File: config.mk
export PLATFORM = sky130hd
export DESIGN_NAME = dual_wheel_encoder_pd_speed_control
export DESIGN_NICKNAME = d
export VERILOG_FILES = /design/src/sv/dwsc_pkg.sv /design/src/sv/dwsc_edge_counter.sv /design/src/sv/dwsc_pd_wheel.sv /design/src/sv/dual_wheel_encoder_pd_speed_control.sv
export VERILOG_INCLUDE_DIRS = /design/src /design/src/sv
export SDC_FILE = /design/constraint.sdc
export NUM_CORES = 2
export LEC_CHECK = 0
export ABC_CLOCK_PERIOD_IN_PS = 16350
export BUFFER_PORTS_ARGS = -buffer_cell sky130_fd_sc_hd__buf_4
export CORE_ASPECT_RATIO = 1.75
export CORE_UTILIZATION = 25
export DETAILED_ROUTE_END_ITERATION = 10
export GPL_TIMING_DRIVEN = 0
export PLACE_DENSITY = 0.5
export SLEW_MARGIN = 20
export SYNTH_ARGS = -nofsm -noshare
export SYNTH_HDL_FRONTEND = slang
export SYNTH_SLANG_ARGS = --single-unit
File: constraint.sdc
create_clock -name clk -period 16.35 [get_ports clk]
set_input_delay 3.27 -clock clk [delete_from_list [all_inputs] [get_ports clk]]
set_output_delay 3.27 -clock clk [all_outputs]
set_load 0.02 [all_outputs]
File: src/sv/dual_wheel_encoder_pd_speed_control_macros.svh
// ----------------------------------------------------------------------------
// Assertion macros
// Shared concurrent assertion forms for the wheel speed control block
// ----------------------------------------------------------------------------
`ifndef DUAL_WHEEL_ENCODER_PD_SPEED_CONTROL_MACROS_SVH
`define DUAL_WHEEL_ENCODER_PD_SPEED_CONTROL_MACROS_SVH

// implication checked at the same edge
`define DWSC_ASSERT_NOW(name, ante, cons) \
  name: assert property (@(posedge clk) disable iff (rst) (ante) |-> (cons)) \
    else $error("dwsc assertion failed");

// implication checked at the next edge
`define DWSC_ASSERT_NEXT(name, ante, cons) \
  name: assert property (@(posedge clk) disable iff (rst) (ante) |=> (cons)) \
    else $error("dwsc assertion failed");

`endif

File: src/sv/dwsc_pkg.sv
// ----------------------------------------------------------------------------
// dwsc_pkg
// Shared types and constants of the dual wheel speed control block
// ----------------------------------------------------------------------------
package dwsc_pkg;

  // request kinds carried in tuser
  localparam logic [1:0] REQ_LEFT_EDGE  = 2'd0;
  localparam logic [1:0] REQ_RIGHT_EDGE = 2'd1;
  localparam logic [1:0] REQ_TICK       = 2'd2;

  // configuration register map
  localparam int         CFG_ADDR_W     = 8;
  localparam int         CFG_DATA_W     = 16;
  localparam logic [7:0] REG_GAIN_P     = 8'd0;
  localparam logic [7:0] REG_GAIN_D     = 8'd1;
  localparam logic [7:0] REG_SET_LEFT   = 8'd2;
  localparam logic [7:0] REG_SET_RIGHT  = 8'd3;

  // drive accumulator, signed Q8.8
  localparam int ACC_W       = 17;
  localparam int DRIVE_LIMIT = 65280;

  // edge counter control
  typedef struct packed {
    logic step;
    logic up;
    logic clear;
  } edge_ctl_t;

endpackage

File: src/sv/dwsc_edge_counter.sv
// ----------------------------------------------------------------------------
// dwsc_edge_counter
// Saturating signed encoder edge counter, cleared by the control tick
// ----------------------------------------------------------------------------
`include "dual_wheel_encoder_pd_speed_control_macros.svh"

module dwsc_edge_counter #(
  parameter int COUNT_BITS = 8
) (
  input  logic                         clk,
  input  logic                         rst,
  input  dwsc_pkg::edge_ctl_t          ctl,
  output logic signed [COUNT_BITS-1:0] count
);
  import dwsc_pkg::*;

  localparam logic signed [COUNT_BITS-1:0] LIM_POS = {1'b0, {(COUNT_BITS-1){1'b1}}};
  localparam logic signed [COUNT_BITS-1:0] LIM_NEG =
    {1'b1, {(COUNT_BITS-2){1'b0}}, 1'b1};

  logic signed [COUNT_BITS-1:0] count_next;

  // clear to zero, else step toward the limit and hold at it
  always_comb begin
    count_next = count;
    priority if (ctl.clear) begin
      count_next = '0;
    end else if (ctl.step) begin
      if (ctl.up) begin
        if (count != LIM_POS) count_next = count + COUNT_BITS'(1);
      end else begin
        if (count != LIM_NEG) count_next = count - COUNT_BITS'(1);
      end
    end
  end

  always_ff @(posedge clk) begin
    if (rst) begin
      count <= '0;
    end else begin
      count <= count_next;
    end
  end

  `DWSC_ASSERT_NEXT(a_clear_zero, ctl.clear, (count == '0))
  `DWSC_ASSERT_NOW(a_count_range, 1'b1, (count != {1'b1, {(COUNT_BITS-1){1'b0}}}))

endmodule

File: src/sv/dwsc_pd_wheel.sv
// ----------------------------------------------------------------------------
// dwsc_pd_wheel
// Incremental PD update and saturating drive accumulator of one wheel
// ----------------------------------------------------------------------------
`include "dual_wheel_encoder_pd_speed_control_macros.svh"

module dwsc_pd_wheel #(
  parameter int COUNT_BITS = 8
) (
  input  logic                         clk,
  input  logic                         rst,
  input  logic                         update,
  input  logic signed [COUNT_BITS-1:0] count,
  input  logic signed [15:0]           setpoint,
  input  logic [15:0]                  gain_p,
  input  logic [15:0]                  gain_d,
  output logic [7:0]                   pwm_next,
  output logic                         reverse_next
);
  import dwsc_pkg::*;

  localparam int SPAN   = (COUNT_BITS + 8 > 16) ? COUNT_BITS + 8 : 16;
  localparam int ERR_W  = SPAN + 2;
  localparam int DIFF_W = ERR_W + 1;
  localparam int PP_W   = ERR_W + 17;
  localparam int PD_W   = DIFF_W + 17;
  localparam int SUM_W  = PD_W + 1;
  localparam int INC_W  = SUM_W - 12;
  localparam int NEXT_W = INC_W + 1;

  logic signed [ERR_W-1:0]  prev_err;
  logic signed [ACC_W-1:0]  acc;
  logic signed [ERR_W-1:0]  count_q88;
  logic signed [ERR_W-1:0]  err;
  logic signed [DIFF_W-1:0] diff;
  logic signed [16:0]       gp_s;
  logic signed [16:0]       gd_s;
  logic signed [PP_W-1:0]   prod_p;
  logic signed [PD_W-1:0]   prod_d;
  logic signed [SUM_W-1:0]  sum;
  logic signed [INC_W-1:0]  inc;
  logic signed [NEXT_W-1:0] acc_sum;
  logic signed [ACC_W-1:0]  acc_next;
  logic [ACC_W-1:0]         mag;

  // error in Q8.8 and its decrease since the last tick
  assign count_q88 = {{(ERR_W-COUNT_BITS-8){count[COUNT_BITS-1]}}, count, 8'b0};
  assign err       = ERR_W'(setpoint) - count_q88;
  assign diff      = DIFF_W'(prev_err) - DIFF_W'(err);

  // PD terms in Q.20, floor shift back to Q8.8
  assign gp_s   = {1'b0, gain_p};
  assign gd_s   = {1'b0, gain_d};
  assign prod_p = gp_s * err;
  assign prod_d = gd_s * diff;
  assign sum    = SUM_W'(prod_p) + SUM_W'(prod_d);
  assign inc    = sum[SUM_W-1:12];

  // accumulate and clamp to the drive range
  assign acc_sum = NEXT_W'(inc) + NEXT_W'(acc);
  always_comb begin
    priority if (acc_sum > NEXT_W'(DRIVE_LIMIT)) begin
      acc_next = ACC_W'(DRIVE_LIMIT);
    end else if (acc_sum < -NEXT_W'(DRIVE_LIMIT)) begin
      acc_next = -ACC_W'(DRIVE_LIMIT);
    end else begin
      acc_next = acc_sum[ACC_W-1:0];
    end
  end

  // magnitude and direction of the new drive
  assign mag          = acc_next[ACC_W-1] ? ACC_W'(-acc_next) : acc_next;
  assign pwm_next     = mag[15:8];
  assign reverse_next = acc_next[ACC_W-1];

  always_ff @(posedge clk) begin
    if (rst) begin
      prev_err <= '0;
      acc      <= '0;
    end else if (update) begin
      prev_err <= err;
      acc      <= acc_next;
    end
  end

  `DWSC_ASSERT_NOW(a_acc_high, 1'b1, acc <= ACC_W'(DRIVE_LIMIT))
  `DWSC_ASSERT_NOW(a_acc_low, 1'b1, acc >= -ACC_W'(DRIVE_LIMIT))
  `DWSC_ASSERT_NEXT(a_err_taken, update, prev_err == $past(err))

endmodule

File: src/sv/dual_wheel_encoder_pd_speed_control.sv
// ----------------------------------------------------------------------------
// dual_wheel_encoder_pd_speed_control
// Two encoder edge counters feeding per-wheel incremental PD speed loops
// ----------------------------------------------------------------------------
// channel  dir  kind        contents
// s_*      in   stream      tuser: req_type; tdata: enc_a, enc_b
// m_*      out  stream      tdata: left_pwm, left_reverse, right_pwm, right_reverse
// cfg_*    in   write port  gain_p, gain_d, setpoint_left, setpoint_right
//
// one item per cycle while no tick is held back; an item is registered in the input register and a tick
// result is registered from there into the output register
// the PD multiply, accumulate and clamp of both wheels run combinationally ahead of the output register
// reset is synchronous and needs no clearing pass
// only a tick stalls the input register, while a result still waits on m_tready
// ----------------------------------------------------------------------------
`include "dual_wheel_encoder_pd_speed_control_macros.svh"

module dual_wheel_encoder_pd_speed_control #(
  parameter int COUNT_BITS = 8
) (
  input  logic                              clk,
  input  logic                              rst,
  input  logic                              s_tvalid,
  output logic                              s_tready,
  input  logic [7:0]                        s_tdata,  // [0] enc_a, [1] enc_b
  input  logic [1:0]                        s_tuser,  // [1:0] req_type
  output logic                              m_tvalid,
  input  logic                              m_tready,
  // [7:0] left_pwm, [8] left_reverse, [16:9] right_pwm, [17] right_reverse
  output logic [23:0]                       m_tdata,
  input  logic                              cfg_wr_en,
  input  logic [dwsc_pkg::CFG_ADDR_W-1:0]   cfg_addr,
  input  logic [dwsc_pkg::CFG_DATA_W-1:0]   cfg_wdata
);
  import dwsc_pkg::*;

  logic [15:0]        gain_p;
  logic [15:0]        gain_d;
  logic signed [15:0] setpoint_left;
  logic signed [15:0] setpoint_right;

  logic       stage_valid;
  logic [1:0] stage_req;
  logic       stage_same;
  logic       slot_free;
  logic       advance;
  logic       tick;

  edge_ctl_t                    left_ctl;
  edge_ctl_t                    right_ctl;
  logic signed [COUNT_BITS-1:0] left_count;
  logic signed [COUNT_BITS-1:0] right_count;
  logic [7:0]                   left_pwm_next;
  logic [7:0]                   right_pwm_next;
  logic                         left_rev_next;
  logic                         right_rev_next;

  // configuration registers
  always_ff @(posedge clk) begin
    if (rst) begin
      gain_p         <= 16'd4096;
      gain_d         <= 16'd4096;
      setpoint_left  <= '0;
      setpoint_right <= '0;
    end else if (cfg_wr_en) begin
      unique case (cfg_addr)
        REG_GAIN_P:    gain_p         <= cfg_wdata;
        REG_GAIN_D:    gain_d         <= cfg_wdata;
        REG_SET_LEFT:  setpoint_left  <= cfg_wdata;
        REG_SET_RIGHT: setpoint_right <= cfg_wdata;
        default: ;
      endcase
    end
  end

  // input register; edges always move on, a tick waits for the output slot
  assign slot_free = !m_tvalid || m_tready;
  assign tick      = stage_req == REQ_TICK;
  assign advance   = stage_valid && (!tick || slot_free);
  assign s_tready  = !stage_valid || advance;

  always_ff @(posedge clk) begin
    if (rst) begin
      stage_valid <= 1'b0;
    end else if (s_tready) begin
      stage_valid <= s_tvalid;
    end
  end

  always_ff @(posedge clk) begin
    if (s_tvalid && s_tready) begin
      stage_req  <= s_tuser;
      stage_same <= s_tdata[0] == s_tdata[1];
    end
  end

  // edge counter control: left counts down on equal levels, right counts up
  assign left_ctl.step   = advance && stage_req == REQ_LEFT_EDGE;
  assign left_ctl.up     = !stage_same;
  assign left_ctl.clear  = advance && tick;
  assign right_ctl.step  = advance && stage_req == REQ_RIGHT_EDGE;
  assign right_ctl.up    = stage_same;
  assign right_ctl.clear = advance && tick;

  dwsc_edge_counter #(.COUNT_BITS(COUNT_BITS)) u_left_count (
    .clk   (clk),
    .rst   (rst),
    .ctl   (left_ctl),
    .count (left_count)
  );

  dwsc_edge_counter #(.COUNT_BITS(COUNT_BITS)) u_right_count (
    .clk   (clk),
    .rst   (rst),
    .ctl   (right_ctl),
    .count (right_count)
  );

  // per-wheel PD loops
  dwsc_pd_wheel #(.COUNT_BITS(COUNT_BITS)) u_left_pd (
    .clk          (clk),
    .rst          (rst),
    .update       (advance && tick),
    .count        (left_count),
    .setpoint     (setpoint_left),
    .gain_p       (gain_p),
    .gain_d       (gain_d),
    .pwm_next     (left_pwm_next),
    .reverse_next (left_rev_next)
  );

  dwsc_pd_wheel #(.COUNT_BITS(COUNT_BITS)) u_right_pd (
    .clk          (clk),
    .rst          (rst),
    .update       (advance && tick),
    .count        (right_count),
    .setpoint     (setpoint_right),
    .gain_p       (gain_p),
    .gain_d       (gain_d),
    .pwm_next     (right_pwm_next),
    .reverse_next (right_rev_next)
  );

  // output register
  always_ff @(posedge clk) begin
    if (rst) begin
      m_tvalid <= 1'b0;
    end else if (advance && tick) begin
      m_tvalid <= 1'b1;
    end else if (m_tready) begin
      m_tvalid <= 1'b0;
    end
  end

  always_ff @(posedge clk) begin
    if (advance && tick) begin
      m_tdata <= {6'b0, right_rev_next, right_pwm_next, left_rev_next, left_pwm_next};
    end
  end

  `DWSC_ASSERT_NEXT(a_tick_result, advance && tick, m_tvalid)
  `DWSC_ASSERT_NEXT(a_tick_held, stage_valid && tick && !slot_free,
                    stage_valid && stage_req == REQ_TICK)
  `DWSC_ASSERT_NOW(a_edge_no_stall, stage_valid && !tick, advance && s_tready)

endmodule
=== After elaboration in Yosys (flattened, before gate mapping) ===
Cells that the tools add are included.

* Bits of input ports: 39
* Output and inout bits: 26
* Register bits: 171
* Word-level logic and storage cells: 86

* Muxes and demuxes: 14
* Add/sub/neg operators: 14
* Multiply operators: 4
* Equality and inequality tests: 12
* Reduce and logical (&&, ||, !) cells: 23
* Order comparisons: 4

{| class="wikitable"
|+ Operators by type and width
! operator !! number
|-
| 35-bit by 36-bit adder with 37-bit output || 2
|-
| 17-bit by 19-bit multiplier with 36-bit output || 2
|-
| 17-bit by 17-bit multiplier with 34-bit output || 2
|-
| 17-bit two-way mux || 4
|-
| 25-bit by 17-bit adder with 26-bit output || 2
|-
| 26-bit by 17-bit greater-than comparator with 1-bit output (second input constant) || 2
|-
| 26-bit by 17-bit < comparator with 1-bit output (second input constant) || 2
|-
| 8-bit two-way mux || 6
|-
| 17-bit by 17-bit subtractor with 18-bit output || 2
|-
| 16-bit by 16-bit subtractor with 17-bit output || 2
|-
| 16-bit two-way mux || 2
|-
| 8-bit inequality test (second input constant) || 4
|-
| 16-bit negation || 2
|-
| 8-bit by 2-bit adder with 8-bit output (second input constant) || 2
|-
| 8-bit by 2-bit == test with 1-bit output (second input constant) || 2
|-
| 8-bit by 2-bit subtractor with 8-bit output (second input constant) || 2
|-
| 8-bit by 1-bit == test with 1-bit output (second input constant) || 1
|-
| 8-bit logical NOT || 1
|-
| 2-bit AND reduction || 4
|-
| 3-bit AND reduction || 2
|-
| 2-bit nonzero test || 3
|-
| 1-bit logical AND || 5
|-
| 2-bit by 1-bit inequality test with 1-bit output (second input constant) || 2
|-
| 1-bit logical NOT || 3
|-
| other kinds (7) || 10
|}

=== Depth between registers and ports, before layout ===
* Depth after elaboration: 10
* Mapped depth: 62
* Depth with buffers taken out: 60

=== By module ===
A second synthesis with hierarchy kept.

* Cell total of the unflattened synthesis: 6027
* Area, all modules: 54832.6 um^2

{| class="wikitable"
|+ By module, submodules not included
! module !! instances !! area each (um^2) !! cells an instance
|-
| dwsc_pd_wheel at u_left_pd || 1 || 25144.1 || 2821
|-
| dwsc_pd_wheel at u_right_pd || 1 || 24916.4 || 2780
|-
| dual_wheel_encoder_pd_speed_control || 1 || 3448.3 || 274
|-
| dwsc_edge_counter || 2 || 661.9 || 76
|}

=== Least setup slack after synthesis ===
Ideal clock, no wire load.

* Path type: register -> register
* Start point: register u_left_count.count[1]
* End point: register m_tdata[5], data pin
* Arrival time: 13747 ps
* Data required time: 16094 ps
* Stages on the path, launching flop included: 55
* Path slack: 2347 ps
* Cell sequence: dfxtp_1 -> inv_1 -> ha_1 -> a21o_1 -> a21o_1 -> a21oi_1 -> o21bai_1 -> a21o_1 -> a21oi_1 -> xnor2_1 -> clkbuf_1 -> nand2_1 -> fa_1 -> fa_1 -> inv_1 -> fa_1 -> fa_1 -> fa_1 -> [... 19 more ...] -> and4_1 -> nand3_1 -> o31ai_1 -> a41oi_1 -> a21boi_0 -> nor2_1 -> xnor2_1 -> ha_1 -> a21o_1 -> or4_1 -> a31oi_1 -> o21a_1 -> o21ai_1 -> xnor2_1 -> nor4_2 -> a22oi_4 -> buf_4 -> nand2b_1

* Cells in the longest elaborated chain, start to end: 10
* Elaborated cells on any way between the ends: 12

{| class="wikitable"
|+ RTL lines
! element !! line !! RTL
|-
| start, declared || dwsc_edge_counter.sv:13 || <nowiki>output logic signed [COUNT_BITS-1:0] count</nowiki>
|-
| start signal, assigned || dwsc_edge_counter.sv:41 || <nowiki>count <= count_next;</nowiki>
|-
| 16-bit by 16-bit subtractor with 17-bit output * || dwsc_pd_wheel.sv:48 || <nowiki>assign err = ERR_W'(setpoint) - count_q88;</nowiki>
|-
| 17-bit by 17-bit subtractor with 18-bit output || dwsc_pd_wheel.sv:49 || <nowiki>assign diff = DIFF_W'(prev_err) - DIFF_W'(err);</nowiki>
|-
| 17-bit by 19-bit multiplier with 36-bit output || dwsc_pd_wheel.sv:55 || <nowiki>assign prod_d = gd_s * diff;</nowiki>
|-
| 35-bit by 36-bit adder with 37-bit output * || dwsc_pd_wheel.sv:56 || <nowiki>assign sum = SUM_W'(prod_p) + SUM_W'(prod_d);</nowiki>
|-
| 25-bit by 17-bit adder with 26-bit output * || dwsc_pd_wheel.sv:60 || <nowiki>assign acc_sum = NEXT_W'(inc) + NEXT_W'(acc);</nowiki>
|-
| 26-bit by 17-bit < comparator with 1-bit output || dwsc_pd_wheel.sv:64 || <nowiki>end else if (acc_sum < -NEXT_W'(DRIVE_LIMIT)) begin</nowiki>
|-
| 17-bit two-way mux || dwsc_pd_wheel.sv:64 ||
|-
| 17-bit two-way mux * || dwsc_pd_wheel.sv:62 || <nowiki>priority if (acc_sum > NEXT_W'(DRIVE_LIMIT)) begin</nowiki>
|-
| 16-bit negation || dwsc_pd_wheel.sv:72 || <nowiki>assign mag = acc_next[ACC_W-1] ? ACC_W'(-acc_next) : acc_next;</nowiki>
|-
| 16-bit two-way mux * || dwsc_pd_wheel.sv:72 ||
|-
| named net left_pwm_next[5] || dual_wheel_encoder_pd_speed_control.sv:53 || <nowiki>logic [7:0] left_pwm_next;</nowiki>
|-
| end signal, assigned || dual_wheel_encoder_pd_speed_control.sv:157 || <nowiki>m_tdata <= {6'b0, right_rev_next, right_pwm_next, left_rev_next, left_pwm_next};</nowiki>
|-
| end, declared || dual_wheel_encoder_pd_speed_control.sv:30 || <nowiki>output logic [23:0] m_tdata,</nowiki>
|}

The timed path passes the listed nets; every way through them passes the cells marked *.
A chain may end at the register's enable or synchronous reset.

=== Worst setup path after layout ===
* Start point: register u_right_count.count[0]
* End point: register m_tdata[11], data pin

* Cells in the longest elaborated chain, start to end: 10
* Elaborated cells on any way between the ends: 12

{| class="wikitable"
|+ RTL lines
! element !! line !! RTL
|-
| start, declared || dwsc_edge_counter.sv:13 ||
|-
| start signal, assigned || dwsc_edge_counter.sv:41 ||
|-
| 16-bit by 16-bit subtractor with 17-bit output * || dwsc_pd_wheel.sv:48 ||
|-
| 17-bit by 17-bit subtractor with 18-bit output || dwsc_pd_wheel.sv:49 ||
|-
| 17-bit by 19-bit multiplier with 36-bit output || dwsc_pd_wheel.sv:55 ||
|-
| 35-bit by 36-bit adder with 37-bit output * || dwsc_pd_wheel.sv:56 ||
|-
| 25-bit by 17-bit adder with 26-bit output * || dwsc_pd_wheel.sv:60 ||
|-
| 26-bit by 17-bit < comparator with 1-bit output || dwsc_pd_wheel.sv:64 ||
|-
| 17-bit two-way mux || dwsc_pd_wheel.sv:64 ||
|-
| 17-bit two-way mux * || dwsc_pd_wheel.sv:62 ||
|-
| 16-bit negation || dwsc_pd_wheel.sv:72 ||
|-
| 16-bit two-way mux * || dwsc_pd_wheel.sv:72 ||
|-
| named net right_pwm_next[2] || dual_wheel_encoder_pd_speed_control.sv:54 || <nowiki>logic [7:0] right_pwm_next;</nowiki>
|}

Marked as above.

==> results.json <==
{
  "vdd_ir_drop_max_uv": 82.6,
  "grt_pass1_vias": 49400,
  "slew_headroom": 0.124,
  "place.gp.congestion": 0.982,
  "worst_setup_path_start_kind": "register",
  "antenna_found_initial": 9,
  "seqPwrFrac": 0.117,
  "final_common_cell": "inv_1",
  "synth_edf_count": 21,
  "cp-end-kind": "register",
  "crit_arrival_ps": 15910,
  "io_buffers": 51,
  "whs_ps": 455,
  "clk_latency_ps": 550,
  "vias": 45000,
  "setup_ws_ps": 712,
  "pre_cts_slack_ps": -1240,
  "power_density_nw_per_um2": 62.6,
  "ant_nets": 0,
  "cts-htree-levels": 4,
  "clock_skew_ps": 26.2,
  "synth-seq-area-share": 0.0650,
  "die_w_um": 359,
  "grt_max_degree": 20,
  "grt_overflow_total": 0,
  "max_freq_ghz": 0.0639,
  "combPwrFrac": 0.765,
  "core_area_um2": 222000,
  "final_net_count": 8221,
  "viasPerCell": 4.78,
  "cp_slowest_cell": "or4_1",
  "wire_per_inst_um": 22.3,
  "cts_hold_buf": 0,
  "critPathMaxFanout": 10,
  "status": "finished, final reports clean",
  "synth_area_per_cell_um2": 8.69,
  "drc": 0,
  "synthToLayoutAreaGrowth_pct": 9.50,
  "cp.required_ps": 16620,
  "drt_iter0_markers": 2358,
  "final_cell_mix": "inv_1 (1347), fa_1 (1116), nand2_1 (739)",
  "start_util": 0.251,
  "synthDistinctLibCells": 95,
  "grt_pass1_wl_um": 311000,
  "finalCriticalPeriod_ps": 15640,
  "dp_hpwl_um": 180000,
  "switching_share": 0.558,
  "critPathMaxStageDelay_ps": 610,
  "cts_tree": "yes",
  "root_buffer": "clkbuf_16",
  "path_clk_slew_ps": 80,
  "numCtsBuffers": 17,
  "die_area_um2": 225000,
  "synth-main-ff-cell": "dfxtp_1",
  "worst_pin_slew_ps": 1310,
  "track_usage": 0.188,
  "report.final.setup_viol": 0,
  "rows": 229,
  "wl_um": 210000,
  "fp.dieH_um": 627,
  "first_pass_iters": 6,
  "drv_slew": 0,
  "clock_sinks": 171,
  "synth_warnings": 0,
  "crit_top_cell": "fa_1",
  "synth-seq-cells": 171,
  "internal_power_mw": 1.69,
  "path_class": "register to register",
  "fill_cells": 24200,
  "power_leakage_nw": 28.2,
  "hold_class": "register to register",
  "rsz0062_at_grt": "true",
  "synth_area_um2": 55900,
  "fin_crit_sh": 0.956,
  "synthArstFlopShare": 0,
  "drv_cap": 0,
  "io-pin-count": 65,
  "fin_util": 0.275,
  "pwr-share-clk": 0.118,
  "syn_inst": 6428,
  "cts_buffer_depth": 2,
  "drive_above_1_share": 0.0447,
  "hold_viol_final": 0,
  "p_switching_mw": 2.13
}
## path summary, 6_finish.rpt
| path | start | endpoint | slack, ps | cells after the start |
|---|---|---|---|---|
| worst max register to register | u_right_count.count[0] | m_tdata[11] | 710 | 56 |
| worst max-delay path | u_right_count.count[0] | m_tdata[11] | 710 | 56 |
| worst min register to register | u_left_pd.acc[4] | u_left_pd.acc[4] | 450 | 2 |
| worst min-delay path | u_left_pd.acc[4] | u_left_pd.acc[4] | 450 | 2 |
## cells by family after synthesis
group                    synth area share
adder cells (fa/ha/maj)             0.523
XOR/XNOR                           0.0271
multiplexers                      0.00515
other                           0.0000671
AO/OA/AOI/OAI                       0.103
buffers and inverters               0.112
AND/OR/NAND/NOR                     0.164
flip-flops                         0.0650
## synthesized netlist by cell type (all sizes together) (8+ instances only)
cell / number / area (um2)
inv: 1347 / 5060
fa: 1116 / 22300
nand2: 739 / 2770
ha: 550 / 6880
and2: 354 / 2210
clkbuf: 285 / 1070
a21oi: 242 / 1210
nor2: 204 / 766
o21ai: 170 / 855
dfxtp: 150 / 3000
xnor2: 106 / 928
and3: 90 / 563
nand3: 87 / 445
nor2b: 85 / 532
nand2b: 74 / 463
xor2: 67 / 587
a21o: 60 / 458
o21a: 58 / 435
nor3: 52 / 265
o31ai: 52 / 390
a31oi: 48 / 315
nand4: 45 / 282
a211oi: 41 / 323
o21bai: 35 / 263
or2: 32 / 200
buf: 28 / 150
or3: 25 / 156
mux2i: 22 / 220
edfxtp: 21 / 631
nor4: 19 / 125
o31a: 18 / 158
a31o: 17 / 149
o211ai: 17 / 128
and4: 15 / 131
a21boi: 13 / 97.6
a311oi: 13 / 120
o311ai: 12 / 105
nor3b: 11 / 82.6
or4: 11 / 86.3
a2111oi: 10 / 91.3
a211o: 8 / 70.1
o2111ai: 8 / 70.1
## through the flow
step	instances	setup TNS [ps]	power, mW	cell area (um2)
after floorplan	6433	0	2.46	55900
after detailed placement	9380	-30380	3.30	60100
after global routing	9419	-137	4.15	61200
after CTS	9413	0	3.80	60800
after global placement	9371	-28570	3.26	59900
final	9424	0	3.83	61200
## power groups by stage
| stage | clock network [mW] | logic, mW | registers [mW] |
|---|---|---|---|
| final | 0.453 | 2.93 | 0.447 |
| after global routing | 0.476 | 3.23 | 0.449 |
| after CTS | 0.466 | 2.89 | 0.448 |
| after detailed placement | 0 | 2.84 | 0.458 |
| after global placement | 0 | 2.80 | 0.458 |
| after floorplan | 0 | 2.01 | 0.455 |
## worst max-delay path: cells and delay by family, from the launching register on
family	cells	cell delay (ps)
fa+ha+maj	16	6770
compound gates	13	3430
simple gates	14	2580
buf+inv	10	1250
xor+xnor	2	660
flops	1	430
mux	1	240
## sequential cells by signal, indices dropped and copies added, names as in the netlist, 2 cells and up
register	count
u_left_pd.prev_err	17
gain_d	16
u_right_pd.prev_err	17
u_left_count.count	8
u_right_count.count	8
u_right_pd.acc	17
m_tdata	18
stage_req	2
gain_p	16
u_left_pd.acc	17
setpoint_left	16
setpoint_right	16
## timing repair
action / 4_1_cts / 5_1_grt
endpoints found under the setup margin: 34 / 49
pin swaps: 1 / 3
resized for setup: 24 / 72
buffers inserted: 1 / 4
## layer usage
layer,GRT usage,share of wire
met1,0.180,0.33
met2,0.359,0.53
met3,0.0193,0.035
met4,0.157,0.097
met5,0,0.000048
## final cells by class
cell class	count	area [um2]	area share
Tap cell	2887	3610	0.0590
Inverter	1349	5060	0.0828
Timing Repair Buffer	65	505	0.00826
Sequential cell	171	3630	0.0594
Clock buffer	18	429	0.00701
Clock inverter	14	173	0.00282
Antenna cell	8	20.0	0.000327
Buffer	312	1270	0.0208
Multi-Input combinational cell	4600	46500	0.760
Note: power is estimated with default switching activity, not from simulation.
